### config.mk
export PLATFORM = sky130hd
export DESIGN_NAME = pausable_backoff_timer_flat
export DESIGN_NICKNAME = d
export VERILOG_FILES = /design/src/hw/rtl/pbt_pkg.sv /design/src/hw/rtl/pbt_req_if.sv /design/src/hw/rtl/pbt_rsp_if.sv /design/src/hw/rtl/pausable_backoff_timer.sv /design/src/hw/rtl/pbt_ctrl.sv /design/src/hw/rtl/pbt_dp.sv /design/src/flat_wrapper.sv
export SDC_FILE = /design/constraint.sdc
export NUM_CORES = 1
export LEC_CHECK = 0
export BUFFER_PORTS_ARGS = -buffer_cell sky130_fd_sc_hd__clkbuf_2
export CAP_MARGIN = 40
export CORE_MARGIN = 10
export CORE_UTILIZATION = 65
export DETAILED_ROUTE_END_ITERATION = 10
export MAX_ROUTING_LAYER = met4
export PLACE_DENSITY = 0.84
export SYNTH_ARGS = -nofsm -noshare
export SYNTH_HDL_FRONTEND = slang
export SYNTH_SLANG_ARGS = --single-unit
### constraint.sdc
create_clock -name clock -period 9.9 [get_ports clock]
set_clock_uncertainty 0.1 [all_clocks]
set_input_delay 0.99 -clock clock [delete_from_list [all_inputs] [get_ports clock]]
set_output_delay 0.99 -clock clock [all_outputs]
set_load 0.05 [all_outputs]
### src/hw/rtl/pbt_pkg.sv
// types and constants of the pausable backoff timer
package pbt_pkg;

   localparam int COUNT_BITS = 20;
   localparam int OP_W       = 3;
   localparam int DELAY_W    = 20;
   localparam int SLOT_W     = 16;
   localparam int REM_OUT_W  = 20;

   localparam int CMP_W = (COUNT_BITS > DELAY_W) ? COUNT_BITS : DELAY_W;
   localparam int SUM_W = ((COUNT_BITS > SLOT_W) ? COUNT_BITS : SLOT_W) + 1;
   localparam int CNT_W = $clog2(COUNT_BITS + 1);

   localparam logic [COUNT_BITS-1:0] COUNT_MAX = '1;

   typedef enum logic [OP_W-1:0] {
      OP_TICK   = 3'd0,
      OP_START  = 3'd1,
      OP_PAUSE  = 3'd2,
      OP_RESUME = 3'd3,
      OP_STOP   = 3'd4
   } op_type;

   typedef enum logic [1:0] {
      ST_READY,
      ST_DIVIDE,
      ST_ROUND
   } state_type;

   typedef struct packed {
      logic exec;
      logic div_start;
      logic div_step;
      logic round;
   } cmd_type;

   typedef struct packed {
      logic out_free;
      logic need_div;
      logic div_last;
   } status_type;

endpackage

### src/hw/rtl/pbt_req_if.sv
// command channel of the backoff timer
interface pbt_req_if;
   import pbt_pkg::*;

   logic               valid;
   logic               ready;
   logic [OP_W-1:0]    opcode;
   logic [DELAY_W-1:0] delay_us;
   logic               has_stamp;
   logic [DELAY_W-1:0] elapsed_us;
   logic [SLOT_W-1:0]  slot_us;

   modport source (output valid, opcode, delay_us, has_stamp, elapsed_us, slot_us,
                   input ready);
   modport sink   (input valid, opcode, delay_us, has_stamp, elapsed_us, slot_us,
                   output ready);
endinterface

### src/hw/rtl/pbt_rsp_if.sv
// result channel of the backoff timer
interface pbt_rsp_if;
   import pbt_pkg::*;

   logic                 valid;
   logic                 ready;
   logic                 fired;
   logic                 immediate;
   logic [REM_OUT_W-1:0] remaining_us;
   logic                 running;
   logic                 paused;

   modport source (output valid, fired, immediate, remaining_us, running, paused,
                   input ready);
   modport sink   (input valid, fired, immediate, remaining_us, running, paused,
                   output ready);
endinterface

### src/hw/rtl/pausable_backoff_timer.sv
// the result of an accepted transaction is registered in the output register
// throughput: one transaction per cycle for tick, start, pause, stop and plain resume while the output register is free
// a resume from pause with a nonzero count and slot runs through the divide and round states and takes no new
// transaction until done; the remainder unit forms one bit of count mod slot per cycle
// synchronous reset clears the count, the running and paused flags and the output valid
module pausable_backoff_timer (
   input  logic   clock,
   input  logic   reset,
   pbt_req_if.sink   req,
   pbt_rsp_if.source rsp
);
   import pbt_pkg::*;

   cmd_type    cmd;
   status_type status;

   pbt_ctrl u_ctrl (
      .clock     (clock),
      .reset     (reset),
      .req_valid (req.valid),
      .req_ready (req.ready),
      .status    (status),
      .cmd       (cmd)
   );

   pbt_dp u_dp (
      .clock          (clock),
      .reset          (reset),
      .req_opcode     (req.opcode),
      .req_delay_us   (req.delay_us),
      .req_has_stamp  (req.has_stamp),
      .req_elapsed_us (req.elapsed_us),
      .req_slot_us    (req.slot_us),
      .cmd            (cmd),
      .status         (status),
      .rsp            (rsp)
   );

endmodule

### src/hw/rtl/pbt_ctrl.sv
// sequencing state machine of the backoff timer
module pbt_ctrl (
   input  logic                clock,
   input  logic                reset,
   input  logic                req_valid,
   output logic                req_ready,
   input  pbt_pkg::status_type status,
   output pbt_pkg::cmd_type    cmd
);
   import pbt_pkg::*;

   state_type state_ff;
   state_type state_in;

   always_ff @(posedge clock) begin
      if (reset) begin
         state_ff <= ST_READY;
      end else begin
         state_ff <= state_in;
      end
   end

   always_comb begin
      state_in = state_ff;
      unique case (state_ff)
         ST_READY: begin
            if (req_valid && status.out_free && status.need_div) state_in = ST_DIVIDE;
         end
         ST_DIVIDE: begin
            if (status.div_last) state_in = ST_ROUND;
         end
         ST_ROUND: begin
            if (status.out_free) state_in = ST_READY;
         end
         default: state_in = ST_READY;
      endcase
   end

   always_comb begin
      req_ready = 1'b0;
      cmd       = '0;
      unique case (state_ff)
         ST_READY: begin
            req_ready     = status.out_free;
            cmd.exec      = req_valid && status.out_free && !status.need_div;
            cmd.div_start = req_valid && status.out_free && status.need_div;
         end
         ST_DIVIDE: begin
            cmd.div_step = 1'b1;
         end
         ST_ROUND: begin
            cmd.round = status.out_free;
         end
         default: begin
            req_ready = 1'b0;
         end
      endcase
   end

endmodule

### src/hw/rtl/pbt_dp.sv
// count state, slot remainder unit and result register of the backoff timer
module pbt_dp (
   input  logic                         clock,
   input  logic                         reset,
   input  logic [pbt_pkg::OP_W-1:0]     req_opcode,
   input  logic [pbt_pkg::DELAY_W-1:0]  req_delay_us,
   input  logic                         req_has_stamp,
   input  logic [pbt_pkg::DELAY_W-1:0]  req_elapsed_us,
   input  logic [pbt_pkg::SLOT_W-1:0]   req_slot_us,
   input  pbt_pkg::cmd_type             cmd,
   output pbt_pkg::status_type          status,
   pbt_rsp_if.source                    rsp
);
   import pbt_pkg::*;

   logic [COUNT_BITS-1:0] remaining_ff, remaining_in;
   logic                  counting_ff, counting_in;
   logic                  held_ff, held_in;

   logic [SLOT_W-1:0]     slot_ff;
   logic [COUNT_BITS-1:0] dividend_ff;
   logic [SLOT_W-1:0]     part_ff;
   logic [CNT_W-1:0]      cnt_ff;

   logic                  out_valid_ff, out_valid_in;
   logic                  out_fired_ff, out_fired_in;
   logic                  out_immediate_ff, out_immediate_in;
   logic [REM_OUT_W-1:0]  out_remaining_ff;
   logic                  out_running_ff;
   logic                  out_paused_ff;

   logic [CMP_W-1:0]      delay_wide, delay_clamp, elapsed_wide, start_val;
   logic                  start_imm;
   logic [SLOT_W:0]       trial;
   logic                  trial_ge;
   logic [SLOT_W-1:0]     part_next;
   logic [SUM_W-1:0]      round_sum;
   logic [COUNT_BITS-1:0] round_val;
   logic                  load;

   // start value: delay clamped to the count, less the stamp age
   always_comb begin
      delay_wide   = CMP_W'(req_delay_us);
      delay_clamp  = (delay_wide > CMP_W'(COUNT_MAX)) ? CMP_W'(COUNT_MAX) : delay_wide;
      elapsed_wide = CMP_W'(req_elapsed_us);
      start_imm    = req_has_stamp && (elapsed_wide >= delay_clamp);
      if (!req_has_stamp) begin
         start_val = delay_clamp;
      end else if (start_imm) begin
         start_val = '0;
      end else begin
         start_val = delay_clamp - elapsed_wide;
      end
   end

   // one remainder bit per step, msb of the count first
   always_comb begin
      trial     = {part_ff, dividend_ff[COUNT_BITS-1]};
      trial_ge  = trial >= {1'b0, slot_ff};
      part_next = trial_ge ? SLOT_W'(trial - {1'b0, slot_ff}) : trial[SLOT_W-1:0];
   end

   // next whole slot above the count is count - (count mod slot) + slot
   always_comb begin
      round_sum = SUM_W'(remaining_ff) - SUM_W'(part_ff) + SUM_W'(slot_ff);
      round_val = (round_sum > SUM_W'(COUNT_MAX)) ? COUNT_MAX : round_sum[COUNT_BITS-1:0];
   end

   always_comb begin
      status.out_free = !out_valid_ff || rsp.ready;
      status.need_div = (req_opcode == OP_RESUME) && held_ff &&
                        (remaining_ff != '0) && (req_slot_us != '0);
      status.div_last = (cnt_ff == CNT_W'(1));
   end

   always_comb begin
      remaining_in     = remaining_ff;
      counting_in      = counting_ff;
      held_in          = held_ff;
      out_fired_in     = 1'b0;
      out_immediate_in = 1'b0;
      if (cmd.exec) begin
         unique case (req_opcode)
            OP_TICK: begin
               if (counting_ff) begin
                  if (remaining_ff <= COUNT_BITS'(1)) begin
                     remaining_in = '0;
                     counting_in  = 1'b0;
                     out_fired_in = 1'b1;
                  end else begin
                     remaining_in = remaining_ff - COUNT_BITS'(1);
                  end
               end
            end
            OP_START: begin
               held_in          = 1'b0;
               counting_in      = 1'b1;
               remaining_in     = start_val[COUNT_BITS-1:0];
               out_immediate_in = start_imm;
            end
            OP_PAUSE: begin
               counting_in = 1'b0;
               held_in     = 1'b1;
            end
            OP_RESUME: begin
               // rounded resume never reaches here
               if (held_ff) begin
                  out_immediate_in = (remaining_ff == '0);
                  held_in          = 1'b0;
                  counting_in      = 1'b1;
               end
            end
            OP_STOP: begin
               remaining_in = '0;
               counting_in  = 1'b0;
               held_in      = 1'b0;
            end
            default: begin
               remaining_in = remaining_ff;
            end
         endcase
      end else if (cmd.round) begin
         remaining_in = round_val;
         held_in      = 1'b0;
         counting_in  = 1'b1;
      end
   end

   assign load         = cmd.exec || cmd.round;
   assign out_valid_in = load ? 1'b1 : (rsp.ready ? 1'b0 : out_valid_ff);

   always_ff @(posedge clock) begin
      if (reset) begin
         remaining_ff <= '0;
         counting_ff  <= 1'b0;
         held_ff      <= 1'b0;
         out_valid_ff <= 1'b0;
         cnt_ff       <= '0;
      end else begin
         remaining_ff <= remaining_in;
         counting_ff  <= counting_in;
         held_ff      <= held_in;
         out_valid_ff <= out_valid_in;
         if (cmd.div_start) begin
            cnt_ff <= CNT_W'(COUNT_BITS);
         end else if (cmd.div_step) begin
            cnt_ff <= cnt_ff - CNT_W'(1);
         end
      end
   end

   always_ff @(posedge clock) begin
      if (cmd.div_start) begin
         slot_ff     <= req_slot_us;
         dividend_ff <= remaining_ff;
         part_ff     <= '0;
      end else if (cmd.div_step) begin
         dividend_ff <= {dividend_ff[COUNT_BITS-2:0], 1'b0};
         part_ff     <= part_next;
      end
      if (load) begin
         out_fired_ff     <= out_fired_in;
         out_immediate_ff <= out_immediate_in;
         out_remaining_ff <= REM_OUT_W'(remaining_in);
         out_running_ff   <= counting_in;
         out_paused_ff    <= held_in;
      end
   end

   assign rsp.valid        = out_valid_ff;
   assign rsp.fired        = out_fired_ff;
   assign rsp.immediate    = out_immediate_ff;
   assign rsp.remaining_us = out_remaining_ff;
   assign rsp.running      = out_running_ff;
   assign rsp.paused       = out_paused_ff;

endmodule

### src/flat_wrapper.sv
// flat-port wrapper written by rule: the top's interface ports become plain ports
module pausable_backoff_timer_flat import pbt_pkg::*;
  (clock, reset, req_valid, req_opcode, req_delay_us, req_has_stamp, req_elapsed_us, req_slot_us, req_ready, rsp_valid, rsp_fired, rsp_immediate, rsp_remaining_us, rsp_running, rsp_paused, rsp_ready);
  pbt_req_if req_i ();
  pbt_rsp_if rsp_i ();
  input  logic clock;
  input  logic reset;
  input wire logic [$bits(req_i.valid)-1:0] req_valid;
  input wire logic [$bits(req_i.opcode)-1:0] req_opcode;
  input wire logic [$bits(req_i.delay_us)-1:0] req_delay_us;
  input wire logic [$bits(req_i.has_stamp)-1:0] req_has_stamp;
  input wire logic [$bits(req_i.elapsed_us)-1:0] req_elapsed_us;
  input wire logic [$bits(req_i.slot_us)-1:0] req_slot_us;
  output wire logic [$bits(req_i.ready)-1:0] req_ready;
  output wire logic [$bits(rsp_i.valid)-1:0] rsp_valid;
  output wire logic [$bits(rsp_i.fired)-1:0] rsp_fired;
  output wire logic [$bits(rsp_i.immediate)-1:0] rsp_immediate;
  output wire logic [$bits(rsp_i.remaining_us)-1:0] rsp_remaining_us;
  output wire logic [$bits(rsp_i.running)-1:0] rsp_running;
  output wire logic [$bits(rsp_i.paused)-1:0] rsp_paused;
  input wire logic [$bits(rsp_i.ready)-1:0] rsp_ready;
  assign req_i.valid = req_valid;
  assign req_i.opcode = req_opcode;
  assign req_i.delay_us = req_delay_us;
  assign req_i.has_stamp = req_has_stamp;
  assign req_i.elapsed_us = req_elapsed_us;
  assign req_i.slot_us = req_slot_us;
  assign req_ready = req_i.ready;
  assign rsp_valid = rsp_i.valid;
  assign rsp_fired = rsp_i.fired;
  assign rsp_immediate = rsp_i.immediate;
  assign rsp_remaining_us = rsp_i.remaining_us;
  assign rsp_running = rsp_i.running;
  assign rsp_paused = rsp_i.paused;
  assign rsp_i.ready = rsp_ready;
  pausable_backoff_timer u_core (.clock(clock), .reset(reset), .req(req_i), .rsp(rsp_i));
endmodule
==> results.cfg <==
[final_layout]
final_core_util = 0.726
nFillCells = 1068
diodes = 0
drive_above_1_share = 0.144
nets = 1235
syn_to_final_growth_pct = 8.86

[die]
dieArea_um2 = 18800
die_w_um = 137
start_util = 0.667
rows = 42
die_h_um = 137
io_pins = 90
core_um2 = 13300

[power]
p_leak_nw = 4.17
irDropWorstVdd_v = 0.000121
p_per_area_nw_per_um2 = 161
power_mw = 1.56

[flow_run]
maxCapViolCount = 0

[sta]
tns_ps = 0
rsz0062_at_grt = no
finalCritPeriodShare = 0.461
slew_headroom = 0.368
setup_violations = 0
hold_slack_ps = 427
maxSlewViolCount = 0
clock.fmax_mhz = 219
fin_crit_ps = 4570
tightest_slew_ps = 948
hold_violations = 0

[cts]
clockBufferDepth = 2
postCtsSetupBuffers = 0
cts.hold.buffers_added = 0
htreeDepth = 3
clkTransAtPathRegs_ps = 80
cts_inserted_buffers = 9
insertion_delay_ps = 370
cts_root_buffer = clkbuf_16
cts-resized-gates = 0
clock_sinks = 106
tritoncts = done

[synthesis]
synth-edff-count = 60
mappedNetlistArea_um2 = 8900
synth.distinct_cells = 75
synth_top_area_cell = edfxtp_1
yosysTopAreaCellShare = 0.202
async_flop_share = 0
syn_inst = 1045
syn_avg_cell_area_um2 = 8.52
syn_nets = 1191
yosysSeqAreaShare = 0.306
ys_ff_latch = 106
yosysWarnings = 0
ys_top_cells_by_area = edfxtp_1 (20%), dfxtp_1 (10%), ha_1 (9.0%), inv_1 (4.9%), fa_1 (4.0%)
ys_dominant_reg_cell = edfxtp_1

[worst_setup_path]
crit_buf_inv = 1
cp_cell_sequence = inv_1 > fa_1 > fa_1 > nand2b_1 > a211o_1 > a211oi_1 > o2111ai_1 > a21bo_2 > and3_1 > a2111oi_0 > nor2_1
slowest_stage = a2111oi_0
crit_top_cell = fa_1
worstPathRequired_ps = 9900
cp_top_family = compound AO/OA/AOI/OAI gates
critPathMaxStageDelay_ps = 710
worstPathMaxFanout = 19
crit_path_start_kind = flop
critPathCaptureType = flop
path_class = reg2reg
critical_path_arrival_ps = 4560

[route]
wire_per_inst_um = 19.8
via_per_inst = 6.60
via_count = 8382
first_iter_violations = 945
drt-total-wl_um = 25100
firstDrtPassIters = 8
drcViolationCount = 0
ant_nets = 0

[global_route]
grt_usage = 0.276
antenna_found_initial = 0
gr-total-overflow = 0
grt_max_degree = 46
grt_pass1_wl_um = 40500
grt_pass1_vias = 7892

[min_path]
hold_path_class = reg2reg

[place]
numPortBuffers = 89
dp_hpwl_um = 18800
place_congestion = 1.01

[run_status]
status = completed
==> path summary, 6_finish.rpt <==
path / cells after the start / startpoint / slack (ps) / to
worst max register to register: 11 / u_core.u_dp.remaining_ff[1]$_SDFF_PP0_ / 5330 / u_core.u_dp.rsp.remaining_us[11]$_DFFE_PP_
worst min-delay path: 2 / u_core.u_dp.part_ff[0]$_SDFFE_PP0P_ / 430 / u_core.u_dp.part_ff[0]$_SDFFE_PP0P_
worst min register to register: 2 / u_core.u_dp.part_ff[0]$_SDFFE_PP0P_ / 430 / u_core.u_dp.part_ff[0]$_SDFFE_PP0P_
worst max-delay path: 11 / u_core.u_dp.remaining_ff[1]$_SDFF_PP0_ / 5330 / u_core.u_dp.rsp.remaining_us[11]$_DFFE_PP_
==> area by class of cell <==
class | instances | area (um2) | share of cell area
inverter | 115 | 432 | 0.0446
sequential | 106 | 2720 | 0.281
clock buffer | 10 | 229 | 0.0236
timing repair buffer | 96 | 499 | 0.0515
clock inverter | 6 | 72.6 | 0.00749
tap | 176 | 220 | 0.0227
multi-input combinational | 761 | 5510 | 0.569
==> cells in the mapped netlist (all sizes together), types with 28 or more instances <==
master / count
inv: 115
nand2: 74
o21ai: 70
ha: 64
nor2: 63
a21oi: 61
edfxtp: 60
clkbuf: 55
dfxtp: 46
nand3: 31
xnor2: 29
nor3: 28
nor4: 28
==> cell families (layout without fill, tap and decap cells) <==
group                      after synthesis  after routing  synth area share
DFF                                    106            106             0.306
xor gates and xnor gates                45             45            0.0443
and+or+nand+nor                        301            301             0.171
buffers and inverters                  178            227            0.0759
AOI/OAI and AO/OA                      293            293             0.224
muxes                                   39             39            0.0471
adders and majority gates               83             83             0.132
==> routing by layer <==
metal	track usage	share of wire	routed length, um
met5	-	0	0
met3	0.0543	0.089	2230
met1	0.368	0.43	10800
met2	0.421	0.46	11500
met4	0.0761	0.026	657
==> state kept, by name, summed over array words and instances (netlist names) <==
signal,flops
u_core.u_dp.dividend_ff,20
u_core.u_dp.remaining_ff,20
u_core.u_dp.rsp.remaining_us,20
u_core.u_dp.part_ff,16
u_core.u_dp.slot_ff,16
u_core.u_dp.cnt_ff,5
u_core.u_ctrl.state_ff,2
u_core.u_dp.counting_ff,1
u_core.u_dp.held_ff,1
u_core.u_dp.rsp.fired,1
u_core.u_dp.rsp.immediate,1
u_core.u_dp.rsp.paused,1
u_core.u_dp.rsp.running,1
u_core.u_dp.rsp.valid,1
==> cells in the final DEF, fill, tap and decap left out, types with 5 or more instances in the layout <==
| cell | instances |
|---|---|
| mux2i_1 | 16 |
| and3_1 | 6 |
| clkbuf_2 | 89 |
| a211o_1 | 7 |
| nand3_1 | 31 |
| a21oi_1 | 60 |
| or2_2 | 5 |
| mux2_2 | 23 |
| edfxtp_1 | 60 |
| buf_4 | 5 |
| nor4_1 | 28 |
| or3_1 | 15 |
| o211ai_1 | 10 |
| a21o_1 | 19 |
| nor3_1 | 28 |
| and4_1 | 7 |
| nand2b_1 | 8 |
| a31oi_1 | 12 |
| nor2_1 | 62 |
| a2111oi_0 | 7 |
| clkbuf_16 | 9 |
| nand2_1 | 73 |
| nand4_1 | 7 |
| inv_1 | 115 |
| ha_1 | 64 |
| a211oi_1 | 13 |
| nor2b_1 | 13 |
| o22ai_1 | 9 |
| o21a_1 | 11 |
| dfxtp_1 | 46 |
| xnor2_1 | 29 |
| fa_1 | 18 |
| o31ai_1 | 12 |
| o41ai_1 | 9 |
| o21ai_0 | 69 |
| xor2_1 | 16 |
| o221ai_1 | 6 |
==> metrics by stage <==
step | setup slack, ps | instance area [um2] | std cells
after floorplan | 5880 | 8900 | 1045
after detailed placement | 5470 | 9390 | 1254
after CTS | 5420 | 9690 | 1270
after global routing | 5120 | 9690 | 1270
final | 5330 | 9690 | 1270
after global placement | 5550 | 9370 | 1252
==> worst min-delay path: stages (launching register included) <==
cell	delay (ps)
dfxtp_1	350
nand2_1	70
o22ai_1	70
==> power by group <==
part | internal [mW] | switching (mW)
logic | 0.250 | 0.394
clock network | 0.200 | 0.179
registers | 0.496 | 0.0362
(Power assumes the default switching activity.)
